**src/sv/iso8211_record_deframer_unit_assert.svh**
```systemverilog
// Assertion macros used by the deframer top module.
`ifndef ISO8211_RECORD_DEFRAMER_UNIT_ASSERT_SVH
`define ISO8211_RECORD_DEFRAMER_UNIT_ASSERT_SVH

// Same-cycle implication under reset.
`define I8RD_ASSERT_IMPL(label, clk, rst, ante, cons) \
  label: assert property (@(posedge clk) disable iff (rst) (ante) |-> (cons)) \
    else $error("deframer check failed");

// Next-cycle implication under reset.
`define I8RD_ASSERT_NEXT(label, clk, rst, ante, cons) \
  label: assert property (@(posedge clk) disable iff (rst) (ante) |=> (cons)) \
    else $error("deframer check failed");

`endif

```
**src/sv/i8rd_pkg.sv**
```systemverilog
package i8rd_pkg;

  localparam int LEADER_BYTES  = 24;
  localparam int TAG_MAX_CHARS = 8;

  localparam logic [7:0] FIELD_TERM = 8'h1E;
  localparam logic [7:0] CHAR_L     = 8'h4C;
  localparam logic [7:0] CHAR_0     = 8'h30;
  localparam logic [7:0] CHAR_9     = 8'h39;

  localparam logic [2:0] KIND_LEADER = 3'd0;
  localparam logic [2:0] KIND_ENTRY  = 3'd1;
  localparam logic [2:0] KIND_FIELD  = 3'd2;
  localparam logic [2:0] KIND_END    = 3'd3;
  localparam logic [2:0] KIND_ERROR  = 3'd4;

  localparam logic [2:0] ST_OK         = 3'd0;
  localparam logic [2:0] ST_BAD_LENGTH = 3'd1;
  localparam logic [2:0] ST_FIRST_NOTL = 3'd2;
  localparam logic [2:0] ST_TRUNCATED  = 3'd3;
  localparam logic [2:0] ST_TOO_SMALL  = 3'd4;

  localparam int RQ_DEPTH = 4;
  localparam int RQ_AW    = 2;
  localparam int RQ_CW    = 3;

  typedef struct packed {
    logic [2:0]  kind;
    logic [63:0] entry_tag;
    logic [29:0] number_a;
    logic [29:0] number_b;
    logic [7:0]  leader_kind;
    logic [6:0]  control_length;
    logic [3:0]  length_size;
    logic [3:0]  position_size;
    logic [3:0]  tag_size;
    logic [7:0]  byte_out;
    logic [2:0]  status;
    logic        last_of_item;
  } i8rd_result_t;

  typedef struct packed {
    logic [1:0]   count;
    i8rd_result_t r0;
    i8rd_result_t r1;
  } i8rd_push_t;

  function automatic logic is_digit(logic [7:0] b);
    return (b >= CHAR_0) && (b <= CHAR_9);
  endfunction

  function automatic logic [29:0] acc_digit(logic [29:0] acc, logic [7:0] b);
    logic [7:0] d;
    d = b - CHAR_0;
    if (is_digit(b)) begin
      return (acc << 3) + (acc << 1) + {22'b0, d};
    end
    return acc;
  endfunction

  function automatic logic [3:0] one_digit(logic [7:0] b);
    logic [7:0] d;
    d = b - CHAR_0;
    return is_digit(b) ? d[3:0] : 4'd0;
  endfunction

  function automatic i8rd_result_t new_result(logic [2:0] kind);
    i8rd_result_t r;
    r = '0;
    r.kind = kind;
    return r;
  endfunction

endpackage

```
**src/sv/i8rd_in_if.sv**
```systemverilog
interface i8rd_in_if;
  logic       valid;
  logic       ready;
  logic [7:0] data_byte;
  logic       end_of_data;

  modport source (output valid, output data_byte, output end_of_data, input ready);
  modport sink (input valid, input data_byte, input end_of_data, output ready);
endinterface

```
**src/sv/i8rd_out_if.sv**
```systemverilog
interface i8rd_out_if;
  logic        valid;
  logic        ready;
  logic [2:0]  kind;
  logic [63:0] entry_tag;
  logic [29:0] number_a;
  logic [29:0] number_b;
  logic [7:0]  leader_kind;
  logic [6:0]  control_length;
  logic [3:0]  length_size;
  logic [3:0]  position_size;
  logic [3:0]  tag_size;
  logic [7:0]  byte_out;
  logic [2:0]  status;
  logic        last_of_item;

  modport source (
    output valid, output kind, output entry_tag, output number_a, output number_b,
    output leader_kind, output control_length, output length_size,
    output position_size, output tag_size, output byte_out, output status,
    output last_of_item, input ready
  );
  modport sink (
    input valid, input kind, input entry_tag, input number_a, input number_b,
    input leader_kind, input control_length, input length_size,
    input position_size, input tag_size, input byte_out, input status,
    input last_of_item, output ready
  );
endinterface

```
**src/sv/i8rd_parser.sv**
```systemverilog
module i8rd_parser (
  input  logic               clk,
  input  logic               rst,
  i8rd_in_if.sink            in_ch,
  input  logic               room,
  output i8rd_pkg::i8rd_push_t push
);
  import i8rd_pkg::*;

  localparam logic PH_LEADER = 1'b0;
  localparam logic PH_BODY   = 1'b1;

  logic       s_valid;
  logic [7:0] s_byte;
  logic       s_eod;
  logic       fire;

  logic        phase, phase_next;
  logic [16:0] rbi, rbi_next;
  logic [16:0] rlen, rlen_next;
  logic [16:0] base, base_next;
  logic [6:0]  fcl, fcl_next;
  logic [3:0]  ld, ld_next;
  logic [3:0]  pd, pd_next;
  logic [3:0]  tc, tc_next;
  logic [7:0]  lid, lid_next;
  logic [4:0]  ebi, ebi_next;
  logic [63:0] tag, tag_next;
  logic [29:0] lacc, lacc_next;
  logic [29:0] pacc, pacc_next;
  logic [15:0] rseen, rseen_next;
  logic        stopped, stopped_next;
  logic        dclosed, dclosed_next;

  assign fire = s_valid && room;
  assign in_ch.ready = !s_valid || room;

  always_ff @(posedge clk) begin
    if (rst) begin
      s_valid <= 1'b0;
    end else if (in_ch.ready) begin
      s_valid <= in_ch.valid;
    end
    if (in_ch.ready && in_ch.valid) begin
      s_byte <= in_ch.data_byte;
      s_eod  <= in_ch.end_of_data;
    end
  end

  always_comb begin
    i8rd_result_t rr [2];
    i8rd_result_t x;
    logic [1:0]  n;
    logic [29:0] t30;
    logic [5:0]  esize;
    logic [5:0]  kk;
    logic [5:0]  tl;
    logic [29:0] start;
    logic [29:0] rlen30;
    logic [29:0] len;
    logic [16:0] i_inc;

    phase_next = phase;  rbi_next = rbi;   rlen_next = rlen;   base_next = base;
    fcl_next = fcl;      ld_next = ld;     pd_next = pd;       tc_next = tc;
    lid_next = lid;      ebi_next = ebi;   tag_next = tag;     lacc_next = lacc;
    pacc_next = pacc;    rseen_next = rseen;
    stopped_next = stopped;
    dclosed_next = dclosed;
    rr[0] = '0;
    rr[1] = '0;
    n = 2'd0;
    x = '0;
    t30 = '0;
    esize = '0;
    kk = '0;
    tl = '0;
    start = '0;
    rlen30 = '0;
    len = '0;
    i_inc = '0;

    if (fire) begin
      if (!stopped) begin
        if (phase == PH_LEADER) begin
          if (rbi == 17'd0) begin
            rlen_next = '0; base_next = '0; fcl_next = '0; lid_next = '0;
            ld_next = '0;   pd_next = '0;   tc_next = '0;
          end
          if (rbi < 17'd5) begin
            t30 = acc_digit({13'b0, rlen_next}, s_byte);
            rlen_next = t30[16:0];
          end else if (rbi == 17'd6) begin
            lid_next = s_byte;
          end else if (rbi == 17'd10 || rbi == 17'd11) begin
            t30 = acc_digit({23'b0, fcl_next}, s_byte);
            fcl_next = t30[6:0];
          end else if (rbi >= 17'd12 && rbi <= 17'd16) begin
            t30 = acc_digit({13'b0, base_next}, s_byte);
            base_next = t30[16:0];
          end else if (rbi == 17'd20) begin
            ld_next = one_digit(s_byte);
          end else if (rbi == 17'd21) begin
            pd_next = one_digit(s_byte);
          end else if (rbi == 17'd23) begin
            tc_next = one_digit(s_byte);
          end

          if (rbi < 17'(LEADER_BYTES - 1)) begin
            rbi_next = rbi + 17'd1;
            if (s_eod) begin
              x = new_result(KIND_ERROR);
              x.number_a = {14'b0, rseen};
              x.status = (rseen == 16'd0) ? ST_TOO_SMALL : ST_TRUNCATED;
              rr[n[0]] = x; n = n + 2'd1;
              stopped_next = 1'b1;
            end
          end else begin
            x = new_result(KIND_LEADER);
            x.number_a = {13'b0, rlen_next};
            x.number_b = {13'b0, base_next};
            x.leader_kind = lid_next;
            x.control_length = fcl_next;
            x.length_size = ld_next;
            x.position_size = pd_next;
            x.tag_size = tc_next;
            rr[n[0]] = x; n = n + 2'd1;
            x = new_result(KIND_ERROR);
            x.number_a = {14'b0, rseen};
            if (rlen_next < 17'(LEADER_BYTES)) begin
              x.status = ST_BAD_LENGTH;
              rr[n[0]] = x; n = n + 2'd1;
              stopped_next = 1'b1;
            end else if (s_eod && rlen_next > 17'(LEADER_BYTES)) begin
              x.status = ST_TRUNCATED;
              rr[n[0]] = x; n = n + 2'd1;
              stopped_next = 1'b1;
            end else if (rseen == 16'd0 && lid_next != CHAR_L) begin
              x.status = ST_FIRST_NOTL;
              rr[n[0]] = x; n = n + 2'd1;
              stopped_next = 1'b1;
            end else if (rlen_next == 17'(LEADER_BYTES)) begin
              rseen_next = rseen + 16'd1;
              x = new_result(KIND_END);
              x.number_a = {14'b0, rseen_next};
              rr[n[0]] = x; n = n + 2'd1;
              rbi_next = '0;
            end else begin
              if (base_next > rlen_next) begin
                base_next = rlen_next;
              end
              dclosed_next = ({2'b0, tc_next} + {2'b0, ld_next} + {2'b0, pd_next}) == 6'd0;
              ebi_next = '0;
              rbi_next = 17'(LEADER_BYTES);
              phase_next = PH_BODY;
            end
          end
        end else begin
          esize = {2'b0, tc} + {2'b0, ld} + {2'b0, pd};
          if (rbi >= base) begin
            x = new_result(KIND_FIELD);
            x.number_a = {13'b0, rbi - base};
            x.byte_out = s_byte;
            rr[n[0]] = x; n = n + 2'd1;
          end else if (!dclosed) begin
            if (ebi == 5'd0 && (s_byte == FIELD_TERM ||
                ({1'b0, rbi} + {12'b0, esize}) > {1'b0, base})) begin
              dclosed_next = 1'b1;
            end else begin
              if (ebi == 5'd0) begin
                tag_next = '0; lacc_next = '0; pacc_next = '0;
              end
              kk = {1'b0, ebi};
              tl = {2'b0, tc} + {2'b0, ld};
              if (kk < {2'b0, tc}) begin
                if (kk < 6'(TAG_MAX_CHARS)) begin
                  tag_next = {tag_next[55:0], s_byte};
                end
              end else if (kk < tl) begin
                lacc_next = acc_digit(lacc_next, s_byte);
              end else begin
                pacc_next = acc_digit(pacc_next, s_byte);
              end
              kk = kk + 6'd1;
              if (kk >= esize) begin
                rlen30 = {13'b0, rlen};
                start = {13'b0, base} + pacc_next;
                if (start >= rlen30) begin
                  len = '0;
                end else if (lacc_next > rlen30 - start) begin
                  len = rlen30 - start;
                end else begin
                  len = lacc_next;
                end
                x = new_result(KIND_ENTRY);
                x.entry_tag = tag_next;
                x.number_a = start;
                x.number_b = len;
                rr[n[0]] = x; n = n + 2'd1;
                ebi_next = '0;
              end else begin
                ebi_next = kk[4:0];
              end
            end
          end
          i_inc = rbi + 17'd1;
          if (i_inc >= rlen) begin
            rseen_next = rseen + 16'd1;
            x = new_result(KIND_END);
            x.number_a = {14'b0, rseen_next};
            rr[n[0]] = x; n = n + 2'd1;
            rbi_next = '0;
            phase_next = PH_LEADER;
          end else begin
            rbi_next = i_inc;
            if (s_eod) begin
              x = new_result(KIND_ERROR);
              x.number_a = {14'b0, rseen};
              x.status = ST_TRUNCATED;
              rr[n[0]] = x; n = n + 2'd1;
              stopped_next = 1'b1;
            end
          end
        end
      end

      if (s_eod) begin
        phase_next = PH_LEADER; rbi_next = '0;  rlen_next = '0; base_next = '0;
        fcl_next = '0;  ld_next = '0;  pd_next = '0;   tc_next = '0;
        lid_next = '0;  ebi_next = '0; tag_next = '0;  lacc_next = '0;
        pacc_next = '0; rseen_next = '0;
        stopped_next = 1'b0;
        dclosed_next = 1'b0;
      end

      if (n == 2'd1) begin
        rr[0].last_of_item = 1'b1;
      end else if (n == 2'd2) begin
        rr[1].last_of_item = 1'b1;
      end
    end

    push.count = n;
    push.r0 = rr[0];
    push.r1 = rr[1];
  end

  always_ff @(posedge clk) begin
    if (rst) begin
      phase <= PH_LEADER; rbi <= '0;  rlen <= '0; base <= '0;
      fcl <= '0;  ld <= '0;  pd <= '0;   tc <= '0;
      lid <= '0;  ebi <= '0; tag <= '0;  lacc <= '0;
      pacc <= '0; rseen <= '0;
      stopped <= 1'b0;
      dclosed <= 1'b0;
    end else begin
      phase <= phase_next; rbi <= rbi_next;   rlen <= rlen_next; base <= base_next;
      fcl <= fcl_next;     ld <= ld_next;     pd <= pd_next;     tc <= tc_next;
      lid <= lid_next;     ebi <= ebi_next;   tag <= tag_next;   lacc <= lacc_next;
      pacc <= pacc_next;   rseen <= rseen_next;
      stopped <= stopped_next;
      dclosed <= dclosed_next;
    end
  end
endmodule

```
**src/sv/i8rd_fifo.sv**
```systemverilog
module i8rd_fifo (
  input  logic                   clk,
  input  logic                   rst,
  input  i8rd_pkg::i8rd_push_t   push,
  input  logic                   pop,
  output i8rd_pkg::i8rd_result_t head,
  output logic                   head_valid,
  output logic                   room,
  output logic [2:0]             level
);
  import i8rd_pkg::*;

  i8rd_result_t entries [RQ_DEPTH];
  logic [RQ_AW-1:0] wp, rp;
  logic [RQ_CW-1:0] level_next;

  assign head       = entries[rp];
  assign head_valid = level != '0;
  assign room       = level <= RQ_CW'(RQ_DEPTH - 2);
  assign level_next = level + {1'b0, push.count} - {2'b0, pop};

  always_ff @(posedge clk) begin
    if (push.count != 2'd0) begin
      entries[wp] <= push.r0;
    end
    if (push.count == 2'd2) begin
      entries[wp + RQ_AW'(1)] <= push.r1;
    end
  end

  always_ff @(posedge clk) begin
    if (rst) begin
      wp    <= '0;
      rp    <= '0;
      level <= '0;
    end else begin
      wp    <= wp + RQ_AW'(push.count);
      rp    <= rp + RQ_AW'(pop);
      level <= level_next;
    end
  end
endmodule

```
**src/sv/iso8211_record_deframer_unit.sv**
```systemverilog
// ISO 8211 record deframer: feed the file one byte per request on in_ch and
// raise end_of_data with its last byte; results leave on out_ch one per
// request, in order (leader, directory entries, field bytes with their offset
// from the field area base, record end, or an error that silences the rest
// of the file). A byte is taken every cycle while the output keeps pace; it
// is held in the input register until the result queue has room, and its
// results are then written into the queue and offered from its head. A byte
// yields up to two results, and the output drains one per cycle, while
// out_ch.ready is high, from a four-entry result queue; a byte waits in the
// input register whenever that queue has fewer than two free entries, so
// bytes that yield two results set the long-run pace at the output side. No
// clearing pass is needed after reset.
`include "iso8211_record_deframer_unit_assert.svh"

module iso8211_record_deframer_unit (
  input logic        clk,
  input logic        rst,
  i8rd_in_if.sink    in_ch,
  i8rd_out_if.source out_ch
);
  import i8rd_pkg::*;

  i8rd_push_t   push;
  i8rd_result_t head;
  logic         head_valid;
  logic         room;
  logic [2:0]   level;
  logic         pop;

  i8rd_parser u_parser (
    .clk   (clk),
    .rst   (rst),
    .in_ch (in_ch),
    .room  (room),
    .push  (push)
  );

  assign pop = head_valid && out_ch.ready;

  i8rd_fifo u_fifo (
    .clk        (clk),
    .rst        (rst),
    .push       (push),
    .pop        (pop),
    .head       (head),
    .head_valid (head_valid),
    .room       (room),
    .level      (level)
  );

  assign out_ch.valid          = head_valid;
  assign out_ch.kind           = head.kind;
  assign out_ch.entry_tag      = head.entry_tag;
  assign out_ch.number_a       = head.number_a;
  assign out_ch.number_b       = head.number_b;
  assign out_ch.leader_kind    = head.leader_kind;
  assign out_ch.control_length = head.control_length;
  assign out_ch.length_size    = head.length_size;
  assign out_ch.position_size  = head.position_size;
  assign out_ch.tag_size       = head.tag_size;
  assign out_ch.byte_out       = head.byte_out;
  assign out_ch.status         = head.status;
  assign out_ch.last_of_item   = head.last_of_item;

  `I8RD_ASSERT_NEXT(a_push_shows, clk, rst, push.count != 2'd0, out_ch.valid)
  `I8RD_ASSERT_IMPL(a_level_bound, clk, rst, 1'b1, level <= RQ_CW'(RQ_DEPTH))
  `I8RD_ASSERT_IMPL(a_last_mark, clk, rst, push.count == 2'd2, !push.r0.last_of_item && push.r1.last_of_item)
endmodule
```
**src/flat_wrapper.sv**
```systemverilog
// flat-port wrapper written by rule: the top's interface ports become plain ports
module iso8211_record_deframer_unit_flat import i8rd_pkg::*;
  (clk, rst, in_ch_valid, in_ch_data_byte, in_ch_end_of_data, in_ch_ready, out_ch_valid, out_ch_kind, out_ch_entry_tag, out_ch_number_a, out_ch_number_b, out_ch_leader_kind, out_ch_control_length, out_ch_length_size, out_ch_position_size, out_ch_tag_size, out_ch_byte_out, out_ch_status, out_ch_last_of_item, out_ch_ready);
  i8rd_in_if in_ch_i ();
  i8rd_out_if out_ch_i ();
  input logic clk;
  input logic rst;
  input wire logic [$bits(in_ch_i.valid)-1:0] in_ch_valid;
  input wire logic [$bits(in_ch_i.data_byte)-1:0] in_ch_data_byte;
  input wire logic [$bits(in_ch_i.end_of_data)-1:0] in_ch_end_of_data;
  output wire logic [$bits(in_ch_i.ready)-1:0] in_ch_ready;
  output wire logic [$bits(out_ch_i.valid)-1:0] out_ch_valid;
  output wire logic [$bits(out_ch_i.kind)-1:0] out_ch_kind;
  output wire logic [$bits(out_ch_i.entry_tag)-1:0] out_ch_entry_tag;
  output wire logic [$bits(out_ch_i.number_a)-1:0] out_ch_number_a;
  output wire logic [$bits(out_ch_i.number_b)-1:0] out_ch_number_b;
  output wire logic [$bits(out_ch_i.leader_kind)-1:0] out_ch_leader_kind;
  output wire logic [$bits(out_ch_i.control_length)-1:0] out_ch_control_length;
  output wire logic [$bits(out_ch_i.length_size)-1:0] out_ch_length_size;
  output wire logic [$bits(out_ch_i.position_size)-1:0] out_ch_position_size;
  output wire logic [$bits(out_ch_i.tag_size)-1:0] out_ch_tag_size;
  output wire logic [$bits(out_ch_i.byte_out)-1:0] out_ch_byte_out;
  output wire logic [$bits(out_ch_i.status)-1:0] out_ch_status;
  output wire logic [$bits(out_ch_i.last_of_item)-1:0] out_ch_last_of_item;
  input wire logic [$bits(out_ch_i.ready)-1:0] out_ch_ready;
  assign in_ch_i.valid = in_ch_valid;
  assign in_ch_i.data_byte = in_ch_data_byte;
  assign in_ch_i.end_of_data = in_ch_end_of_data;
  assign in_ch_ready = in_ch_i.ready;
  assign out_ch_valid = out_ch_i.valid;
  assign out_ch_kind = out_ch_i.kind;
  assign out_ch_entry_tag = out_ch_i.entry_tag;
  assign out_ch_number_a = out_ch_i.number_a;
  assign out_ch_number_b = out_ch_i.number_b;
  assign out_ch_leader_kind = out_ch_i.leader_kind;
  assign out_ch_control_length = out_ch_i.control_length;
  assign out_ch_length_size = out_ch_i.length_size;
  assign out_ch_position_size = out_ch_i.position_size;
  assign out_ch_tag_size = out_ch_i.tag_size;
  assign out_ch_byte_out = out_ch_i.byte_out;
  assign out_ch_status = out_ch_i.status;
  assign out_ch_last_of_item = out_ch_i.last_of_item;
  assign out_ch_i.ready = out_ch_ready;
  iso8211_record_deframer_unit u_core (.clk(clk), .rst(rst), .in_ch(in_ch_i), .out_ch(out_ch_i));
endmodule
```
**config.mk**
```make
export PLATFORM = sky130hd
export DESIGN_NAME = iso8211_record_deframer_unit_flat
export DESIGN_NICKNAME = d
export VERILOG_FILES = /design/src/sv/i8rd_pkg.sv /design/src/sv/i8rd_in_if.sv /design/src/sv/i8rd_out_if.sv /design/src/sv/i8rd_parser.sv /design/src/sv/i8rd_fifo.sv /design/src/sv/iso8211_record_deframer_unit.sv /design/src/flat_wrapper.sv
export VERILOG_INCLUDE_DIRS = /design/src /design/src/sv
export SDC_FILE = /design/constraint.sdc
export NUM_CORES = 2
export LEC_CHECK = 0
export BUFFER_PORTS_ARGS = -buffer_cell sky130_fd_sc_hd__buf_4
export CORE_MARGIN = 10
export CORE_UTILIZATION = 25
export CTS_BUF_LIST = sky130_fd_sc_hd__clkbuf_8
export CTS_CLUSTER_SIZE = 28
export DETAILED_ROUTE_END_ITERATION = 6
export REMOVE_ABC_BUFFERS = 1
export SYNTH_ARGS = -nofsm -noshare
export SYNTH_HDL_FRONTEND = slang
export SYNTH_SLANG_ARGS = --single-unit
```
**constraint.sdc**
```tcl
create_clock -name clk -period 25.5 [get_ports clk]
set_input_delay 5.1 -clock clk [delete_from_list [all_inputs] [get_ports clk]]
set_output_delay 5.1 -clock clk [all_outputs]
set_load 0.02 [all_outputs]
```
* Word level (Yosys, flattened, before mapping) *
Memories as Yosys holds them, arrays and structs flattened. A register that Yosys moved wholly into a read port is not among the register bits.
Index checks and enable logic that the tools add are counted.

cells by class
  $add $sub $neg = 28
  magnitude comparators = 21
  equality and inequality tests = 29
  mux-type cells = 295
  bitwise gates (word level) = 1
  reduce and logical (&&, ||, !) cells = 28

operators by type and width
  kind                   number
  $mux W166              10
  $mux W332              5
  $mux W30               48
  $mux W17               43
  $bwmux W332            2
  $mux W64               9
  $mux W164              3
  $mux W165              2
  $demux W166 S1         1
  $mux W4                40
  $mux W16               9
  $mux W7                12
  $mux W1                73
  $mux W8                9
  $eq A17 B5 Y1 const B  4
  $mux W5                13
  $add A30 B30 Y30       2
  $add A30 B8 Y30        2
  $add A17 B17 Y17       2
  $add A17 B8 Y17        2
  $eq A17 B4 Y1 const B  2
  $ge A17 B17 Y1         2
  $lt A17 B5 Y1 const B  2
  $add A17 B30 Y30       1
  other kinds (60)       104

word-level totals
  flip-flop bits (word level) = 243
  bits in writable memories = 664
  bits of input ports = 13
  output and inout port bits = 168
  word-level logic and storage cells = 425
  memories kept = 1

memories
  memory                 depth  bits a word  rd ports  clocked after memory_dff  wr ports  RTL line         text
  u_core.u_fifo.entries  4      166          1         1                         2         i8rd_fifo.sv:13  i8rd_result_t entries [RQ_DEPTH];

* Longest topological paths before layout *
  word-level depth = 44
  mapped depth = 51
  mapped depth without buffers = 47

* Modules after synthesis *
From an unflattened synthesis, not the netlist that was laid out.

second synthesis, totals
  cell total of the unflattened synthesis = 5426
  area, all modules = 60829.6 µm²

by module, submodules not included
  module                        times used  cells an instance  area each (µm²)  seq. area each (µm²)
  i8rd_fifo                     1           1649               33244.4          20079.3
  i8rd_parser                   1           3776               27579.0          4814.6
  iso8211_record_deframer_unit  1           1                  6.3              0.0

* Least setup slack after synthesis *
No wires, ideal clock.

  path type = reg-to-reg
  start point = register u_core.u_parser.ld[0]
  end point = memory u_core.u_fifo.entries[0][0] (netlist bit) (enable)
  library setup time = 0.921 ns
  arrival = 17.032 ns
  data required time = 24.579 ns
  setup slack = 7.547 ns
  stages on the path, launching flop included = 29
  path buffers = 2
  path through = dfxtp_1 ha_1 fa_1 ha_1 a21o_1 a21oi_1 xnor2_1 ha_1 inv_1 o21bai_1 a21o_1 a21o_1 and3_1 clkbuf_1 xor2_1 ha_1 nand4_1 a211oi_1 a2111oi_0 o2111a_1 o211ai_1 o21ai_0 clkbuf_1 ha_1 o31ai_1 a211o_1 o21ai_0 nand2b_1 o21ai_0

RTL lines
  item                      RTL line            text
  start: declaration        i8rd_parser.sv:23   logic [3:0] ld, ld_next;
  start signal: assignment  i8rd_parser.sv:257  fcl <= fcl_next; ld <= ld_next; pd <= pd_next; tc <= tc_next;
  end: declaration          i8rd_fifo.sv:13

==> results.py <==
metrics = {
    "synth": {
        "synth-seq-cells": 907,
        "yosysTopAreaCell": "edfxtp_1",
        "synth_most_common_cell": "nor2_1",
        "yosys-top-cells-count": "965 x nor2_1, 673 x edfxtp_1, 603 x nand2_1, 334 x ha_1, 331 x o21ai_0",
        "async_flop_share_pct": 0,
        "syn_avg_cell_area_um2": 9.845,
        "synth_seq_area_share_pct": 45.01,
        "synthDistinctLibCells": 95,
        "synth_edf_count": 673,
        "dominantRegCellSynth": "edfxtp_1",
        "syn_area_um2": 55310,
        "synth_cells": 5618,
        "synth_area_leaders": "edfxtp_1 37%, dfxtp_1 8.5%, ha_1 7.6%",
        "synth_top_cell_area_share_pct": 36.54,
        "yosysWarnings": 0,
    },
    "timing": {
        "setup_ws_ns": 14.32,
        "period_share_pct": 43.85,
        "hold_violations": 0,
        "worst_pin_slew_ns": 1.350,
        "finalSetupViolations": 0,
        "clock_skew_ns": 0.06581,
        "slew_violations": 0,
        "finalCriticalPeriod_ns": 11.18,
        "slew-limit-headroom_pct": 9.210,
        "fin_tns_setup_ns": 0,
        "fmax_ghz": 0.08944,
        "grt_setup_unrepaired": "no",
    },
    "job": {
        "maxCapViolCount": 0,
    },
    "clock_network": {
        "cts_resized": 0,
        "clkSlewWorstSetupHoldPaths_ns": 0.06,
        "cts_root_buffer": "clkbuf_8",
        "cts_setup_buffers": 0,
        "cts_max_level": 4,
        "cts_tree": "yes",
        "hold_buffers": 0,
        "clk_latency_ns": 0.93,
        "cts.path.max_buffers": 3,
        "cts_sinks": 907,
        "cts_buffers": 146,
    },
    "floorplanning": {
        "coreArea_um2": 219900,
        "io_pins": 181,
        "initial_utilization_pct": 25.15,
        "die_area_um2": 240400,
        "chipWidth_um": 490.4,
        "dieHeight_um": 490.4,
        "rows": 172,
    },
    "place": {
        "port_buffers": 180,
        "post_dp_cell_area_um2": 59870,
        "routabilityCongestion": 0.9979,
        "place_inst": 8518,
        "dp_hpwl_mm": 137.5,
        "dp_slack_ns": 14.49,
    },
    "power": {
        "p_leak_nw": 24.36,
        "ir_drop_uv": 54.17,
        "fin_total_pwr_mw": 3.689,
        "power_density_nw_per_um2": 58.92,
    },
    "cells_and_area": {
        "final_cell_count_no_fill": 8788,
        "fin_area_um2": 62620,
        "seq_area_um2": 24900,
        "nFillCells": 23070,
        "area_delta_synth_final_pct": 13.21,
        "drive_gt1_share_pct": 12.35,
        "multi_input_area_um2": 28340,
        "nets": 6092,
    },
    "setup_path": {
        "crit_family": "compound AO/OA/AOI/OAI gates",
        "cp-end-kind": "flip-flop",
        "slowest_delay_ns": 0.83,
        "start_kind": "flip-flop",
        "cp.arrival_ns": 11.80,
        "critPathBufInv": 2,
        "crit_type": "reg -> reg",
        "cp.required_ns": 26.12,
        "crit_fanout": 26,
        "crit_top_cell": "o21ai_0",
        "slowest_stage": "edfxtp_1",
    },
    "route": {
        "vias_per_cell": 5.121,
        "route.detailed.drc": 0,
        "detail-route-antenna-nets": 0,
        "routed_wl_mm": 193.9,
        "avgRoutedWirePerCell_um": 22.06,
        "dr.pass1.iters": 6,
        "drtIter0Drc": 4724,
        "vias": 45010,
    },
    "grt": {
        "grt_max_degree": 111,
        "overflow": 0,
        "track_usage_pct": 15.38,
        "grt_first_pass_wirelength_mm": 287.7,
        "grt_pass1_vias": 43540,
        "antenna_found_initial": 2,
    },
    "hold_path": {
        "hold_path_class": "reg -> reg",
    },
    "run_status": {
        "status": "complete, no violations",
    },
}
## through the flow
step / utilization [%] / hold WS (ns)
2_1_floorplan: - / 0.4257
3_3_place_gp: 27.22 / 0.4413
3_5_place_dp: 27.22 / 0.4458
4_1_cts: 28.47 / 0.4545
5_1_grt: 28.47 / 0.4900
6_report: 28.47 / 0.4519
## logic make-up (layout without fill, tap and decap cells)
kind of cell / Yosys count / count (layout) / synth area share (%)
flops: 907 / 907 / 45.01
fa+ha+maj: 371 / 371 / 8.895
compound gates: 1239 / 1239 / 14.46
xor+xnor: 182 / 182 / 2.882
simple gates: 2162 / 2162 / 17.24
mux: 207 / 207 / 7.517
other cells: 0 / 2 / 0
buf+inv: 550 / 760 / 3.995
## final timing paths
path                        startpoint                            to  slack (ns)  cells past startpoint
max          u_core.u_parser.s_byte[4]  u_core.u_fifo.entries[1][40]       14.32                     40
min           u_core.u_parser.pacc[24]      u_core.u_parser.pacc[24]        0.45                      2
max reg2reg  u_core.u_parser.s_byte[4]  u_core.u_fifo.entries[1][40]       14.32                     40
min reg2reg   u_core.u_parser.pacc[24]      u_core.u_parser.pacc[24]        0.45                      2
## layer usage
layer / routed length (um) / GRT usage [%] / part of all wire (%)
met1: 79790 / 19.71 / 41
met2: 90110 / 25.12 / 46
met3: 13040 / 2.079 / 6.7
met4: 10960 / 8.150 / 5.7
met5: 0 / 0 / 0
## tightest hold or removal path: cells and delay by family (launching register included)
| kind | cells | cell delay, ns |
|---|---|---|
| compound gates | 1 | 0.05 |
| simple gates | 1 | 0.05 |
| flops | 1 | 0.31 |
## layout by cell type (no fill, tap or decap), types with 24 or more instances in the layout
master,count
a211oi_1,40
a21o_1,98
a21oi_1,272
a22oi_1,167
a31oi_1,33
and2_1,77
and3_1,44
buf_4,277
clkbuf_8,156
clkinv_1,29
dfxtp_1,231
edfxtp_1,673
fa_1,37
ha_1,334
inv_1,261
mux2i_1,34
mux4_2,166
nand2_1,602
nand2b_1,55
nand3_1,110
nand4_1,33
nor2_1,958
nor2b_1,81
nor3_1,68
o211ai_1,31
o21a_1,32
o21ai_0,329
or3_1,24
xnor2_1,100
xor2_1,82
## final cells by class
| type | instances | share of cell area [%] |
|---|---|---|
| Timing Repair Buffer | 280 | 3.403 |
| Sequential cell | 907 | 39.77 |
| Tap cell | 2958 | 5.911 |
| Clock buffer | 156 | 3.429 |
| Multi-Input combinational cell | 4161 | 45.26 |
| Antenna cell | 2 | 0.007993 |
| Inverter | 212 | 1.271 |
| Clock inverter | 112 | 0.9471 |
## registers in the layout (all words and copies together) (netlist names)
signal                   count
u_core.u_fifo.entries      664
u_core.u_parser.tag         64
u_core.u_parser.lacc        30
u_core.u_parser.pacc        30
u_core.u_parser.base        17
u_core.u_parser.rbi         17
u_core.u_parser.rlen        17
u_core.u_parser.rseen       16
u_core.u_parser.lid          8
u_core.u_parser.s_byte       8
u_core.u_parser.fcl          7
u_core.u_parser.ebi          5
u_core.u_parser.ld           4
u_core.u_parser.pd           4
u_core.u_parser.tc           4
u_core.u_fifo.level          3
u_core.u_fifo.rp             2
u_core.u_fifo.wp             2
u_core.u_parser.dclosed      1
u_core.u_parser.phase        1
u_core.u_parser.s_eod        1
u_core.u_parser.s_valid      1
u_core.u_parser.stopped      1
## power breakdown
| group | internal, mW | leakage, nW | total, mW | switching, mW |
|---|---|---|---|---|
| sequential | 1.60 | 8.15 | 1.63 | 0.0299 |
| combinational | 0.338 | 14.6 | 0.837 | 0.500 |
| clock | 0.593 | 1.60 | 1.22 | 0.629 |
| total | 2.53 | 24.4 | 3.69 | 1.16 |
(Power assumes the default switching activity.)
